==> src/sv/m3h_pkg.sv <==
`timescale 1ns / 1ps
// ----------------------------------------------------------------------------
// m3h_pkg
// Shared constants and types of the MurmurHash3 x86_32 stream hash core.
// ----------------------------------------------------------------------------
package m3h_pkg;

    localparam logic [31:0] C1 = 32'hCC9E2D51;
    localparam logic [31:0] C2 = 32'h1B873593;
    localparam logic [31:0] N_ADD = 32'hE6546B64;
    localparam logic [31:0] F1 = 32'h85EBCA6B;
    localparam logic [31:0] F2 = 32'hC2B2AE35;

    localparam logic [31:0] SEED_RESET = 32'h0000_0000;
    localparam int QUEUE_DEPTH = 4;

    // APB byte address: bit 2 selects the register, bits 1:0 are ignored
    localparam int ADDR_W = 3;
    localparam logic REG_SEED = 1'b0;

    // One queued command per item that ends a block and/or the message
    typedef struct packed {
        logic        do_block;
        logic        do_tail;
        logic        do_final;
        logic        first;
        logic [31:0] seed;
        logic [31:0] word;
        logic [31:0] length;
    } cmd_t;

    typedef struct packed {
        logic full;
        logic empty;
    } queue_stat_t;

endpackage

==> src/sv/m3h_if.sv <==
`timescale 1ns / 1ps
// ----------------------------------------------------------------------------
// m3h_in_if / m3h_out_if
// Valid/ready channels for message bytes and hash results.
// ----------------------------------------------------------------------------
interface m3h_in_if;
    logic       valid;
    logic       ready;
    logic [7:0] data_byte;
    logic       carries_byte;
    logic       is_last;

    modport source (output valid, data_byte, carries_byte, is_last, input ready);
    modport sink (input valid, data_byte, carries_byte, is_last, output ready);
endinterface

interface m3h_out_if;
    logic        valid;
    logic        ready;
    logic [31:0] hash_value;

    modport source (output valid, hash_value, input ready);
    modport sink (input valid, hash_value, output ready);
endinterface

==> src/sv/m3h_front.sv <==
`timescale 1ns / 1ps
// ----------------------------------------------------------------------------
// m3h_front
// Accepts message bytes, packs them into little-endian blocks and counts the
// length; pushes one command per finished block and/or message end.
// ----------------------------------------------------------------------------
module m3h_front
(
    input  logic              clk,
    input  logic              rst_n,
    m3h_in_if.sink            msg,
    input  logic [31:0]       seed,
    input  logic              q_full,
    output logic              push,
    output m3h_pkg::cmd_t     cmd
);

    logic [23:0] partial_reg;
    logic [1:0]  pos_reg;
    logic [31:0] len_reg;
    logic        started_reg;
    logic        first_reg;
    logic [31:0] seed_hold_reg;

    logic        accept;
    logic        has;
    logic        last;
    logic        block;
    logic [23:0] partial_next;
    logic [1:0]  pos_next;
    logic [31:0] len_next;
    logic [31:0] seed_msg;

    assign msg.ready = !q_full;
    assign accept    = msg.valid && msg.ready;
    assign has       = msg.carries_byte;
    assign last      = msg.is_last;
    assign block     = has && (pos_reg == 2'd3);
    assign seed_msg  = started_reg ? seed_hold_reg : seed;

    always_comb
    begin
        partial_next = partial_reg;
        pos_next     = pos_reg;
        len_next     = len_reg;
        if (has)
        begin
            len_next = len_reg + 32'd1;
            pos_next = pos_reg + 2'd1;
            case (pos_reg)
                2'd0:    partial_next = {16'h0000, msg.data_byte};
                2'd1:    partial_next = {8'h00, msg.data_byte, partial_reg[7:0]};
                2'd2:    partial_next = {msg.data_byte, partial_reg[15:0]};
                default: partial_next = 24'h000000;
            endcase
        end
    end

    assign push = accept && (block || last);

    always_comb
    begin
        cmd.do_block = block;
        cmd.do_tail  = last && (pos_next != 2'd0);
        cmd.do_final = last;
        cmd.first    = first_reg;
        cmd.seed     = seed_msg;
        cmd.word     = block ? {msg.data_byte, partial_reg} : {8'h00, partial_next};
        cmd.length   = len_next;
    end

    // Freeze the message seed once the first byte is in
    always_ff @(posedge clk)
    begin
        if (accept && has && !started_reg)
        begin
            seed_hold_reg <= seed;
        end
    end

    always_ff @(posedge clk or negedge rst_n)
    begin
        if (!rst_n)
        begin
            partial_reg <= 24'h000000;
            pos_reg     <= 2'd0;
            len_reg     <= 32'd0;
            started_reg <= 1'b0;
            first_reg   <= 1'b1;
        end
        else if (accept)
        begin
            if (last)
            begin
                partial_reg <= 24'h000000;
                pos_reg     <= 2'd0;
                len_reg     <= 32'd0;
                started_reg <= 1'b0;
                first_reg   <= 1'b1;
            end
            else
            begin
                partial_reg <= partial_next;
                pos_reg     <= pos_next;
                len_reg     <= len_next;
                if (has)
                begin
                    started_reg <= 1'b1;
                end
                if (push)
                begin
                    first_reg <= 1'b0;
                end
            end
        end
    end

endmodule

==> src/sv/m3h_queue.sv <==
`timescale 1ns / 1ps
// ----------------------------------------------------------------------------
// m3h_queue
// Small command FIFO between the byte front and the mixing back.
// ----------------------------------------------------------------------------
module m3h_queue
#(
    parameter int DEPTH = m3h_pkg::QUEUE_DEPTH
)
(
    input  logic                 clk,
    input  logic                 rst_n,
    input  logic                 push,
    input  m3h_pkg::cmd_t        push_cmd,
    input  logic                 pop,
    output m3h_pkg::cmd_t        head,
    output m3h_pkg::queue_stat_t stat
);

    localparam int PTR_W = (DEPTH > 1) ? $clog2(DEPTH) : 1;
    localparam int CNT_W = $clog2(DEPTH + 1);

    m3h_pkg::cmd_t mem [DEPTH];

    logic [PTR_W-1:0] wr_ptr_reg;
    logic [PTR_W-1:0] rd_ptr_reg;
    logic [CNT_W-1:0] count_reg;

    function automatic logic [PTR_W-1:0] ptr_inc(input logic [PTR_W-1:0] p);
        if (p == PTR_W'(DEPTH - 1))
        begin
            return '0;
        end
        return p + PTR_W'(1);
    endfunction

    assign head       = mem[rd_ptr_reg];
    assign stat.full  = (count_reg == CNT_W'(DEPTH));
    assign stat.empty = (count_reg == '0);

    always_ff @(posedge clk)
    begin
        if (push)
        begin
            mem[wr_ptr_reg] <= push_cmd;
        end
    end

    always_ff @(posedge clk or negedge rst_n)
    begin
        if (!rst_n)
        begin
            wr_ptr_reg <= '0;
            rd_ptr_reg <= '0;
            count_reg  <= '0;
        end
        else
        begin
            if (push)
            begin
                wr_ptr_reg <= ptr_inc(wr_ptr_reg);
            end
            if (pop)
            begin
                rd_ptr_reg <= ptr_inc(rd_ptr_reg);
            end
            if (push && !pop)
            begin
                count_reg <= count_reg + CNT_W'(1);
            end
            else if (pop && !push)
            begin
                count_reg <= count_reg - CNT_W'(1);
            end
        end
    end

endmodule

==> src/sv/m3h_back.sv <==
`timescale 1ns / 1ps
// ----------------------------------------------------------------------------
// m3h_back
// Sequencer that runs block scrambles, tail mix and the final avalanche, at most
// one constant multiply per cycle, and holds the result in an output register.
// ----------------------------------------------------------------------------
module m3h_back
(
    input  logic              clk,
    input  logic              rst_n,
    input  m3h_pkg::cmd_t     head,
    input  logic              q_empty,
    output logic              pop,
    output logic              busy,
    m3h_out_if.source         hash
);

    typedef enum logic [2:0] {
        S_IDLE,
        S_K1,
        S_K2,
        S_MIX,
        S_F1,
        S_F2,
        S_OUT
    } state_t;

    state_t        state_reg;
    logic          valid_reg;
    logic [31:0]   hash_reg;

    m3h_pkg::cmd_t cmd_reg;
    logic [31:0]   h_reg;
    logic [31:0]   t_reg;

    logic [31:0]   k_rot;
    logic [31:0]   hx;
    logic [31:0]   hx_rot;
    logic [31:0]   f1_in;
    logic [31:0]   f2_in;

    assign pop        = (state_reg == S_IDLE) && !q_empty;
    assign busy       = (state_reg != S_IDLE);
    assign hash.valid = valid_reg;
    assign hash.hash_value = hash_reg;

    assign k_rot  = {t_reg[16:0], t_reg[31:17]};
    assign hx     = h_reg ^ t_reg;
    assign hx_rot = {hx[18:0], hx[31:19]};
    assign f1_in  = (h_reg ^ cmd_reg.length) ^ ((h_reg ^ cmd_reg.length) >> 16);
    assign f2_in  = t_reg ^ (t_reg >> 13);

    // Datapath registers
    always_ff @(posedge clk)
    begin
        case (state_reg)
            S_IDLE:
            begin
                // take the head only when it is popped
                if (!q_empty)
                begin
                    cmd_reg <= head;
                    if (head.first)
                    begin
                        h_reg <= head.seed;
                    end
                end
            end
            S_K1:
            begin
                t_reg <= cmd_reg.word * m3h_pkg::C1;
            end
            S_K2:
            begin
                t_reg <= k_rot * m3h_pkg::C2;
            end
            S_MIX:
            begin
                if (cmd_reg.do_block)
                begin
                    h_reg <= hx_rot + {hx_rot[29:0], 2'b00} + m3h_pkg::N_ADD;
                end
                else
                begin
                    h_reg <= hx;
                end
            end
            S_F1:
            begin
                t_reg <= f1_in * m3h_pkg::F1;
            end
            S_F2:
            begin
                t_reg <= f2_in * m3h_pkg::F2;
            end
            default:
            begin
                t_reg <= t_reg;
            end
        endcase
    end

    always_ff @(posedge clk or negedge rst_n)
    begin
        if (!rst_n)
        begin
            state_reg <= S_IDLE;
            valid_reg <= 1'b0;
            hash_reg  <= 32'h0000_0000;
        end
        else
        begin
            // hold until the previous result is taken
            if ((state_reg == S_OUT) && (!valid_reg || hash.ready))
            begin
                valid_reg <= 1'b1;
                hash_reg  <= t_reg ^ (t_reg >> 16);
            end
            else if (valid_reg && hash.ready)
            begin
                valid_reg <= 1'b0;
            end
            case (state_reg)
                S_IDLE:
                begin
                    if (!q_empty)
                    begin
                        if (head.do_block || head.do_tail)
                        begin
                            state_reg <= S_K1;
                        end
                        else if (head.do_final)
                        begin
                            state_reg <= S_F1;
                        end
                    end
                end
                S_K1:
                begin
                    state_reg <= S_K2;
                end
                S_K2:
                begin
                    state_reg <= S_MIX;
                end
                S_MIX:
                begin
                    state_reg <= cmd_reg.do_final ? S_F1 : S_IDLE;
                end
                S_F1:
                begin
                    state_reg <= S_F2;
                end
                S_F2:
                begin
                    state_reg <= S_OUT;
                end
                S_OUT:
                begin
                    if (!valid_reg || hash.ready)
                    begin
                        state_reg <= S_IDLE;
                    end
                end
                default:
                begin
                    state_reg <= S_IDLE;
                end
            endcase
        end
    end

endmodule

==> src/sv/murmur3_32_stream_hash_core.sv <==
`timescale 1ns / 1ps
// ----------------------------------------------------------------------------
// murmur3_32_stream_hash_core
// MurmurHash3 x86_32 over a byte stream, at most one byte per item, seed over APB.
// ----------------------------------------------------------------------------
// The front takes one item per cycle as long as the command queue has room;
// every fourth byte and every message end post a command. The back runs each
// command on one shared-style chain of registered constant multiplies: a full
// block takes a pop, two scramble multiplies and a hash round, a tail the
// same, and a message end adds the avalanche (two multiplies, then the output
// register), so long messages stream at about one byte per cycle while the
// hash output is not held back. The seed at address 0 is sampled when a
// message takes its first byte; writing it mid-message affects the next
// message only.
module murmur3_32_stream_hash_core
#(
    parameter int QUEUE_DEPTH = m3h_pkg::QUEUE_DEPTH
)
(
    input  logic                        clk,
    input  logic                        rst_n,
    m3h_in_if.sink                      msg,
    m3h_out_if.source                   hash,
    input  logic                        psel,
    input  logic                        penable,
    input  logic                        pwrite,
    input  logic [m3h_pkg::ADDR_W-1:0]  paddr,
    input  logic [31:0]                 pwdata,
    output logic [31:0]                 prdata,
    output logic                        pready
);

    logic [31:0]          seed_reg;
    logic                 cfg_wr;
    logic                 q_push;
    logic                 q_pop;
    logic                 back_busy;
    m3h_pkg::cmd_t        push_cmd;
    m3h_pkg::cmd_t        head;
    m3h_pkg::queue_stat_t q_stat;

    assign pready = 1'b1;
    assign cfg_wr = psel && penable && pwrite && pready;
    assign prdata = (paddr[2] == m3h_pkg::REG_SEED) ? seed_reg : 32'h0000_0000;

    always_ff @(posedge clk or negedge rst_n)
    begin
        if (!rst_n)
        begin
            seed_reg <= m3h_pkg::SEED_RESET;
        end
        else if (cfg_wr && (paddr[2] == m3h_pkg::REG_SEED))
        begin
            seed_reg <= pwdata;
        end
    end

    m3h_front u_front
    (
        .clk    (clk),
        .rst_n  (rst_n),
        .msg    (msg),
        .seed   (seed_reg),
        .q_full (q_stat.full),
        .push   (q_push),
        .cmd    (push_cmd)
    );

    m3h_queue #(.DEPTH(QUEUE_DEPTH)) u_queue
    (
        .clk      (clk),
        .rst_n    (rst_n),
        .push     (q_push),
        .push_cmd (push_cmd),
        .pop      (q_pop),
        .head     (head),
        .stat     (q_stat)
    );

    m3h_back u_back
    (
        .clk     (clk),
        .rst_n   (rst_n),
        .head    (head),
        .q_empty (q_stat.empty),
        .pop     (q_pop),
        .busy    (back_busy),
        .hash    (hash)
    );

    a_no_overflow: assert property (@(posedge clk) disable iff (!rst_n)
        q_push |-> !q_stat.full)
        else $error("command pushed into a full queue");

    a_no_underflow: assert property (@(posedge clk) disable iff (!rst_n)
        q_pop |-> !q_stat.empty)
        else $error("command popped from an empty queue");

    a_pop_when_idle: assert property (@(posedge clk) disable iff (!rst_n)
        q_pop |-> !back_busy)
        else $error("command popped while back end busy");

    a_busy_after_pop: assert property (@(posedge clk) disable iff (!rst_n)
        q_pop && (head.do_block || head.do_tail || head.do_final) |=> back_busy)
        else $error("back end did not start on a popped command");

endmodule
==> src/flat_wrapper.sv <==
// flat-port wrapper written by rule: the top's interface ports become plain ports
module murmur3_32_stream_hash_core_flat 
#(
    parameter int QUEUE_DEPTH = m3h_pkg::QUEUE_DEPTH
)
  (clk, rst_n, psel, penable, pwrite, paddr, pwdata, prdata, pready, msg_valid, msg_data_byte, msg_carries_byte, msg_is_last, msg_ready, hash_valid, hash_hash_value, hash_ready);
  m3h_in_if msg_i ();
  m3h_out_if hash_i ();
  input  logic clk;
  input  logic rst_n;
  input  logic psel;
  input  logic penable;
  input  logic pwrite;
  input  logic [m3h_pkg::ADDR_W-1:0] paddr;
  input  logic [31:0] pwdata;
  output logic [31:0] prdata;
  output logic pready;
  input wire logic [$bits(msg_i.valid)-1:0] msg_valid;
  input wire logic [$bits(msg_i.data_byte)-1:0] msg_data_byte;
  input wire logic [$bits(msg_i.carries_byte)-1:0] msg_carries_byte;
  input wire logic [$bits(msg_i.is_last)-1:0] msg_is_last;
  output wire logic [$bits(msg_i.ready)-1:0] msg_ready;
  output wire logic [$bits(hash_i.valid)-1:0] hash_valid;
  output wire logic [$bits(hash_i.hash_value)-1:0] hash_hash_value;
  input wire logic [$bits(hash_i.ready)-1:0] hash_ready;
  assign msg_i.valid = msg_valid;
  assign msg_i.data_byte = msg_data_byte;
  assign msg_i.carries_byte = msg_carries_byte;
  assign msg_i.is_last = msg_is_last;
  assign msg_ready = msg_i.ready;
  assign hash_valid = hash_i.valid;
  assign hash_hash_value = hash_i.hash_value;
  assign hash_i.ready = hash_ready;
  murmur3_32_stream_hash_core #(.QUEUE_DEPTH(QUEUE_DEPTH)) u_core (.clk(clk), .rst_n(rst_n), .msg(msg_i), .hash(hash_i), .psel(psel), .penable(penable), .pwrite(pwrite), .paddr(paddr), .pwdata(pwdata), .prdata(prdata), .pready(pready));
endmodule
==> config.mk <==
export PLATFORM = sky130hd
export DESIGN_NAME = murmur3_32_stream_hash_core_flat
export DESIGN_NICKNAME = d
export VERILOG_FILES = /design/src/sv/m3h_pkg.sv /design/src/sv/m3h_if.sv /design/src/sv/m3h_front.sv /design/src/sv/m3h_queue.sv /design/src/sv/m3h_back.sv /design/src/sv/murmur3_32_stream_hash_core.sv /design/src/flat_wrapper.sv
export SDC_FILE = /design/constraint.sdc
export NUM_CORES = 2
export LEC_CHECK = 0
export BUFFER_PORTS_ARGS = -buffer_cell sky130_fd_sc_hd__buf_2
export CORE_MARGIN = 8
export CORE_UTILIZATION = 62
export DETAILED_ROUTE_END_ITERATION = 6
export PLACE_DENSITY = 0.78
export SYNTH_ARGS = -nofsm -noshare
export SYNTH_HDL_FRONTEND = slang
export SYNTH_SLANG_ARGS = --single-unit
==> constraint.sdc <==
create_clock -name clk -period 20.2 [get_ports clk]
set_input_delay 2.02 -clock clk [delete_from_list [all_inputs] [get_ports clk]]
set_output_delay 2.02 -clock clk [all_outputs]
set_load 0.02 [all_outputs]
# Word level (Yosys, flattened, before mapping)
# Memories as Yosys holds them, arrays and structs flattened.
# Cells that the tools add are included.
classes:
  add_sub_neg: 8
  mul: 4
  n_reduce_logical: 38
  bitwise_logic: 7
  n_eq_ne: 16
  mux: 39
op_table:
  columns: ["operator", "count"]
  rows:
  - ["32-bit two-way mux", 8]
  - ["32-bit case mux with 4 select lines", 1]
  - ["24-bit case mux with 3 select lines", 1]
  - ["32-bit by 31-bit multiplier with 32-bit output, second input constant", 2]
  - ["32-bit case mux with 2 select lines", 1]
  - ["32-bit by 16-bit XOR with 32-bit output", 2]
  - ["32-bit XOR", 2]
  - ["24-bit two-way mux", 2]
  - ["32-bit by 1-bit adder with 32-bit output, second input constant", 1]
  - ["32-bit adder", 1]
  - ["32-bit adder, second input constant", 1]
  - ["32-bit by 29-bit multiplier with 32-bit output, second input constant", 1]
  - ["32-bit by 32-bit multiplier with 32-bit output, second input constant", 1]
  - ["32-bit by 19-bit XOR with 32-bit output", 1]
  - ["3-bit two-way mux", 7]
  - ["3-bit case mux with 7 select lines", 1]
  - ["1-bit logical AND", 14]
  - ["3-bit == test, second input constant", 4]
  - ["1-bit two-way mux", 12]
  - ["2-bit two-way mux", 6]
  - ["2-bit nonzero test", 6]
  - ["2-bit == test, second input constant", 4]
  - ["2-bit by 1-bit adder with 2-bit output, second input constant", 3]
  - ["3-bit by 2-bit == test with 1-bit output, second input constant", 2]
  - ["15 further kinds", 28]
word_totals:
  inputBits: 52
  out_inout_bits: 67
  regBits: 297
  mem_count: 1
  ram_bits: 400
memory_table:
  columns: ["name", "words", "width", "read_ports", "rd_clocked_by_memory_dff", "write_ports", "line_no", "rtl"]
  rows:
  - ["u_core.u_queue.mem", 4, 100, 1, 0, 1, "m3h_queue.sv:23", "m3h_pkg::cmd_t mem [DEPTH];"]

# Logic depth before layout (Yosys ltp)
logic_depth:
  depth_word: 8
  mapped_depth: 28

# Cells and area by module
# From an unflattened synthesis, not the netlist that was laid out.
unflattened:
  cells_unflattened: 5413
  hier_area_um2: 64121.5
by_module_without_submodules:
  columns: ["module", "cells_per_inst", "area_each_um2", "instances"]
  rows:
  - ["m3h_back", 4248, 42613.4, 1]
  - ["m3h_queue", 559, 14843.0, 1]
  - ["m3h_front", 501, 5111.2, 1]
  - ["murmur3_32_stream_hash_core", 105, 1554.0, 1]

# Worst setup path before layout
# OpenSTA, ideal clock, no wires.
synth_timing:
  path_kind: "register to register"
  start: "register u_core.u_back.state_reg[1]"
  end: "register u_core.u_queue.count_reg[1]"
  arrival_ns: 8.581
  setup_slack_ns: 11.495
  setup_ns: 0.125
  n_path_buf: 1
  stages_incl_launch_ff: 8
  cell_sequence: "dfrtp_1 > clkbuf_1 > nor4_1 > inv_1 > ha_1 > inv_1 > fa_1 > mux2_2"
synth_between:
  elab_chain_len: 5
  elab_cells_between_ends: 7
  cone_classes: "1 x mux; 6 x reduce/logical"
synth_lines:
  columns: ["element", "line_no", "rtl"]
  rows:
  - ["from (decl)", "m3h_back.sv:28", "state_t state_reg;"]
  - ["from (signal assigned)", "m3h_back.sv:148", "state_reg <= cmd_reg.do_final ? S_F1 : S_IDLE;"]
  - ["3-bit logical NOT *", "m3h_back.sv:42", "assign pop = (state_reg == S_IDLE) && !q_empty;"]
  - ["1-bit logical AND *", "m3h_back.sv:42", null]
  - ["via u_core.q_pop", "murmur3_32_stream_hash_core.sv:36", "logic q_pop;"]
  - ["1-bit logical NOT", "m3h_queue.sv:67", "if (push && !pop)"]
  - ["1-bit logical AND", "m3h_queue.sv:67", null]
  - ["3-bit two-way mux or 2-bit nonzero test (tied branches)", null, null]
  - ["to (signal assigned)", "m3h_queue.sv:69", "count_reg <= count_reg + CNT_W'(1);"]
  - ["to (signal assigned)", "m3h_queue.sv:73", "count_reg <= count_reg - CNT_W'(1);"]
  - ["to (decl)", "m3h_queue.sv:27", "logic [CNT_W-1:0] count_reg;"]
# The timed path passes the listed nets; every way through them passes the cells marked *.
# A chain may end at the register's enable or synchronous reset.

# Worst setup path after layout
layout_timing:
  start: "register u_core.u_back.t_reg[16]"
  end: "register u_core.u_back.t_reg[29] (data pin)"
layout_between:
  elab_chain_len: 3
layout_lines:
  columns: ["element", "line_no", "rtl"]
  rows:
  - ["from (decl)", "m3h_back.sv:34", "logic [31:0] t_reg;"]
  - ["from (signal assigned)", "m3h_back.sv:71", "t_reg <= cmd_reg.word * m3h_pkg::C1;"]
  - ["from (signal assigned)", "m3h_back.sv:75", "t_reg <= k_rot * m3h_pkg::C2;"]
  - ["from (signal assigned)", "m3h_back.sv:90", "t_reg <= f1_in * m3h_pkg::F1;"]
  - ["32-bit by 19-bit XOR with 32-bit output", "m3h_back.sv:51", "assign f2_in = t_reg ^ (t_reg >> 13);"]
  - ["32-bit by 31-bit multiplier with 32-bit output", "m3h_back.sv:94", "t_reg <= f2_in * m3h_pkg::F2;"]
  - ["32-bit case mux with 4 select lines", "m3h_back.sv:56", "case (state_reg)"]
# Every way passes these cells.

==> results.md <==
- Port bufs: ~120
- Initial DRC count: 3170
- Synth-to-layout area growth: 7.57%
- Unrepaired setup endpoints after global routing: no
- Main synth FF type: edfxtp_1
- Reg area: just over 20000 sq um
- R2R depth: 21
- Chip Height: between 300 and 400 um
- First-pass GRT wire length: 257000 um
- Post-synth net total: approximately 7000
- Required time of the critical path: between 20000 and 25000 ps
- All-layer global routing usage: 0.301
- Actual slew at the worst max-slew pin: approximately 1300 ps
- Setup TNS: 0 ps
- Worst Setup Start Kind: flop
- Hold Vio Cnt, Final: 0
- I/O pins: 119
- CTS Buf Count: 73
- Synth Warn #: 0
- Largest net degree at the start of global routing: 73
- MaxCap Viol Count: 0
- Setup crit end kind: flop
- Rel. slew slack: 0.148
- Die width: between 300 and 400 um
- Root Driver: clkbuf_16
- Status: complete, no violations
- Min-delay src: u_core.u_back.hash.hash_value[19]$_DFFE_PN0P_
- Total Wirelength: 167000 um
- Flops & latches, synth: roughly 700
- Hold path depth: 2
- Post-synthesis cell count: approximately 5400
- # DRC: 0
- Minimum clock period: 8590 ps
- Critical path class: reg -> reg
- Synth unique cells: 87
- Synth async-reset ratio: 0.194
- Core area: 102000 sq um
- Initial antenna violation count: 2
- TritonRoute pass-1 iters: 6
- H-tree levels: 3
- Reg-to-Reg Start: u_core.u_back.t_reg[16]$_DFFE_PP_
- Grt ovf: 0
- GP Congestion: roughly 1.0
- Routed vias/inst: 5.83
- Starting Density: 0.625
- Worst hold-check path type: reg -> reg
- Max FFs per register: 400
- Layout cells sized above 1: 0.0921
- Post-synthesis sequential area ratio: 0.318
- Area of the multi-input gates: 38400 sq um
- CTS clk-pin slew, worst paths: 70 ps
- # rows: 117
- Period utilisation layout: 0.425
- Filler cells: 7545
- Core Util, Final: 0.672
- CTS sink count: between 600 and 700
- Post-CTS resize count: 0
- Worst reg2reg setup slack: ~12000 ps
- Slew Limit Fails: 0
- Wire per inst: 24.0 um
- TritonCTS clock tree: built
- Clock Tree Buf Depth: 3
- Max Fclk: between 100 and 150 MHz
- Post-synth EDFFs: 562
- Number of global-route vias before repair: around 43000
- Final count of negative-setup-slack endpoints: 0
- Mapped Avg Cell Area: 11.8 sq um
- Skew final: approximately 48 ps
- Detail Placement HPWL: about 130000 um
- Via count: ~41000
- Synthesized cell area: 63700 sq um
- Fin nets: around 7000
- Worst-path maximum fanout: 5
- Worst Setup SP: u_core.u_back.t_reg[16]$_DFFE_PP_
- Arrival time worst endpoint: about 9000 ps
- Antenna viol nets, final: 0
- Hold_buf cts: 0
- Post-CTS Setup Bufs: 0
- Worst skew pair latency: around 670 ps
- Die footprint: about 110000 sq um
==> cells in the mapped netlist, drive strengths merged (100+ instances only) <==
cell type,number,area [sq um]
edfxtp,562,16900
xor2,113,990
nor2,124,468
fa,732,14700
ha,809,10100
o21ai,219,1110
inv,1237,4640
dfrtp,134,3350
nand2,212,796
xnor2,288,2520
a21oi,154,771
mux4,100,2250
==> final cells by class <==
| cell class | instances | share of cell area |
|---|---|---|
| Sequential cell | 697 | 0.296 |
| Timing Repair Buffer | 181 | 0.0157 |
| Tap cell | 1368 | 0.0250 |
| Inverter | 1237 | 0.0678 |
| Multi-Input combinational cell | 3341 | 0.560 |
| Antenna cell | 1 | 0.0000365 |
| Clock buffer | 90 | 0.0282 |
| Clock inverter | 44 | 0.00718 |
==> kinds of logic (layout without fill, tap and decap cells) <==
| logic type | after synthesis | count (layout) | synth area share |
|---|---|---|---|
| buf+inv | 1353 | 1552 | 0.0799 |
| mux | 185 | 185 | 0.0501 |
| xor+xnor | 401 | 401 | 0.0552 |
| fa+ha+maj | 1541 | 1541 | 0.389 |
| flops | 697 | 697 | 0.318 |
| compound gates | 655 | 655 | 0.0658 |
| simple gates | 558 | 558 | 0.0418 |
| other cells | 1 | 2 | 0.0000589 |
==> cell usage in the layout, fill, tap and decap left out, types with 121 or more instances in the layout <==
cell,Yosys,layout
fa_1,732,732
o21ai_0,209,209
dfrtp_1,134,132
a21oi_1,154,154
nand2_1,212,212
xnor2_1,288,286
inv_1,1237,1237
nor2_1,123,121
edfxtp_1,562,562
ha_1,809,809
==> stage by stage <==
step                      area (sq um)  hold WS [ps]  setup WS, ps  cells
final                            68500           472         11610   6959
after detailed placement         66100           467         11800   6824
after floorplan                  63700           450         11490   5391
after CTS                        68500           479         11740   6958
after global placement           66100           457         11760   6824
after global routing             68500           495         11310   6958
==> routing by layer <==
layer  vias up  GRT usage  wire length, um
met2      1629      0.499            80100
met5         -          0               34
met3       388     0.0638            13300
met1     20500      0.383            65000
li1      18079          -                -
met4         6      0.134             8730
==> worst max-delay path: stages, from the launching register on <==
cell and delay (ps):
edfxtp_1 650, xnor2_1 890, inv_1 350, ha_1 440, fa_1 430, fa_1 590
fa_1 440, ha_1 290, ha_1 290, fa_1 480, inv_1 50, fa_1 500
inv_1 40, ha_1 310, and2_1 180, a221o_1 440, o311ai_2 460, a2111o_1 310
o21ai_1 140, xnor2_1 300, o22ai_1 190, or4_1 560
==> path summary, 6_finish.rpt <==
kind,endpoint
min in group asynchronous,u_core.u_queue.count_reg[1]$_DFFE_PN0P_
min,u_core.u_back.hash.hash_value[19]$_DFFE_PN0P_
max reg2reg,u_core.u_back.t_reg[29]$_DFFE_PP_
min reg2reg,u_core.u_back.hash.hash_value[19]$_DFFE_PN0P_
max in group asynchronous,u_core.u_queue.rd_ptr_reg[0]$_DFFE_PN0P_
max,u_core.u_back.t_reg[29]$_DFFE_PP_
Power is left out: the tool's default activity adds up to more than one toggle a clock period on the data nets, which glitch-free logic cannot reach.
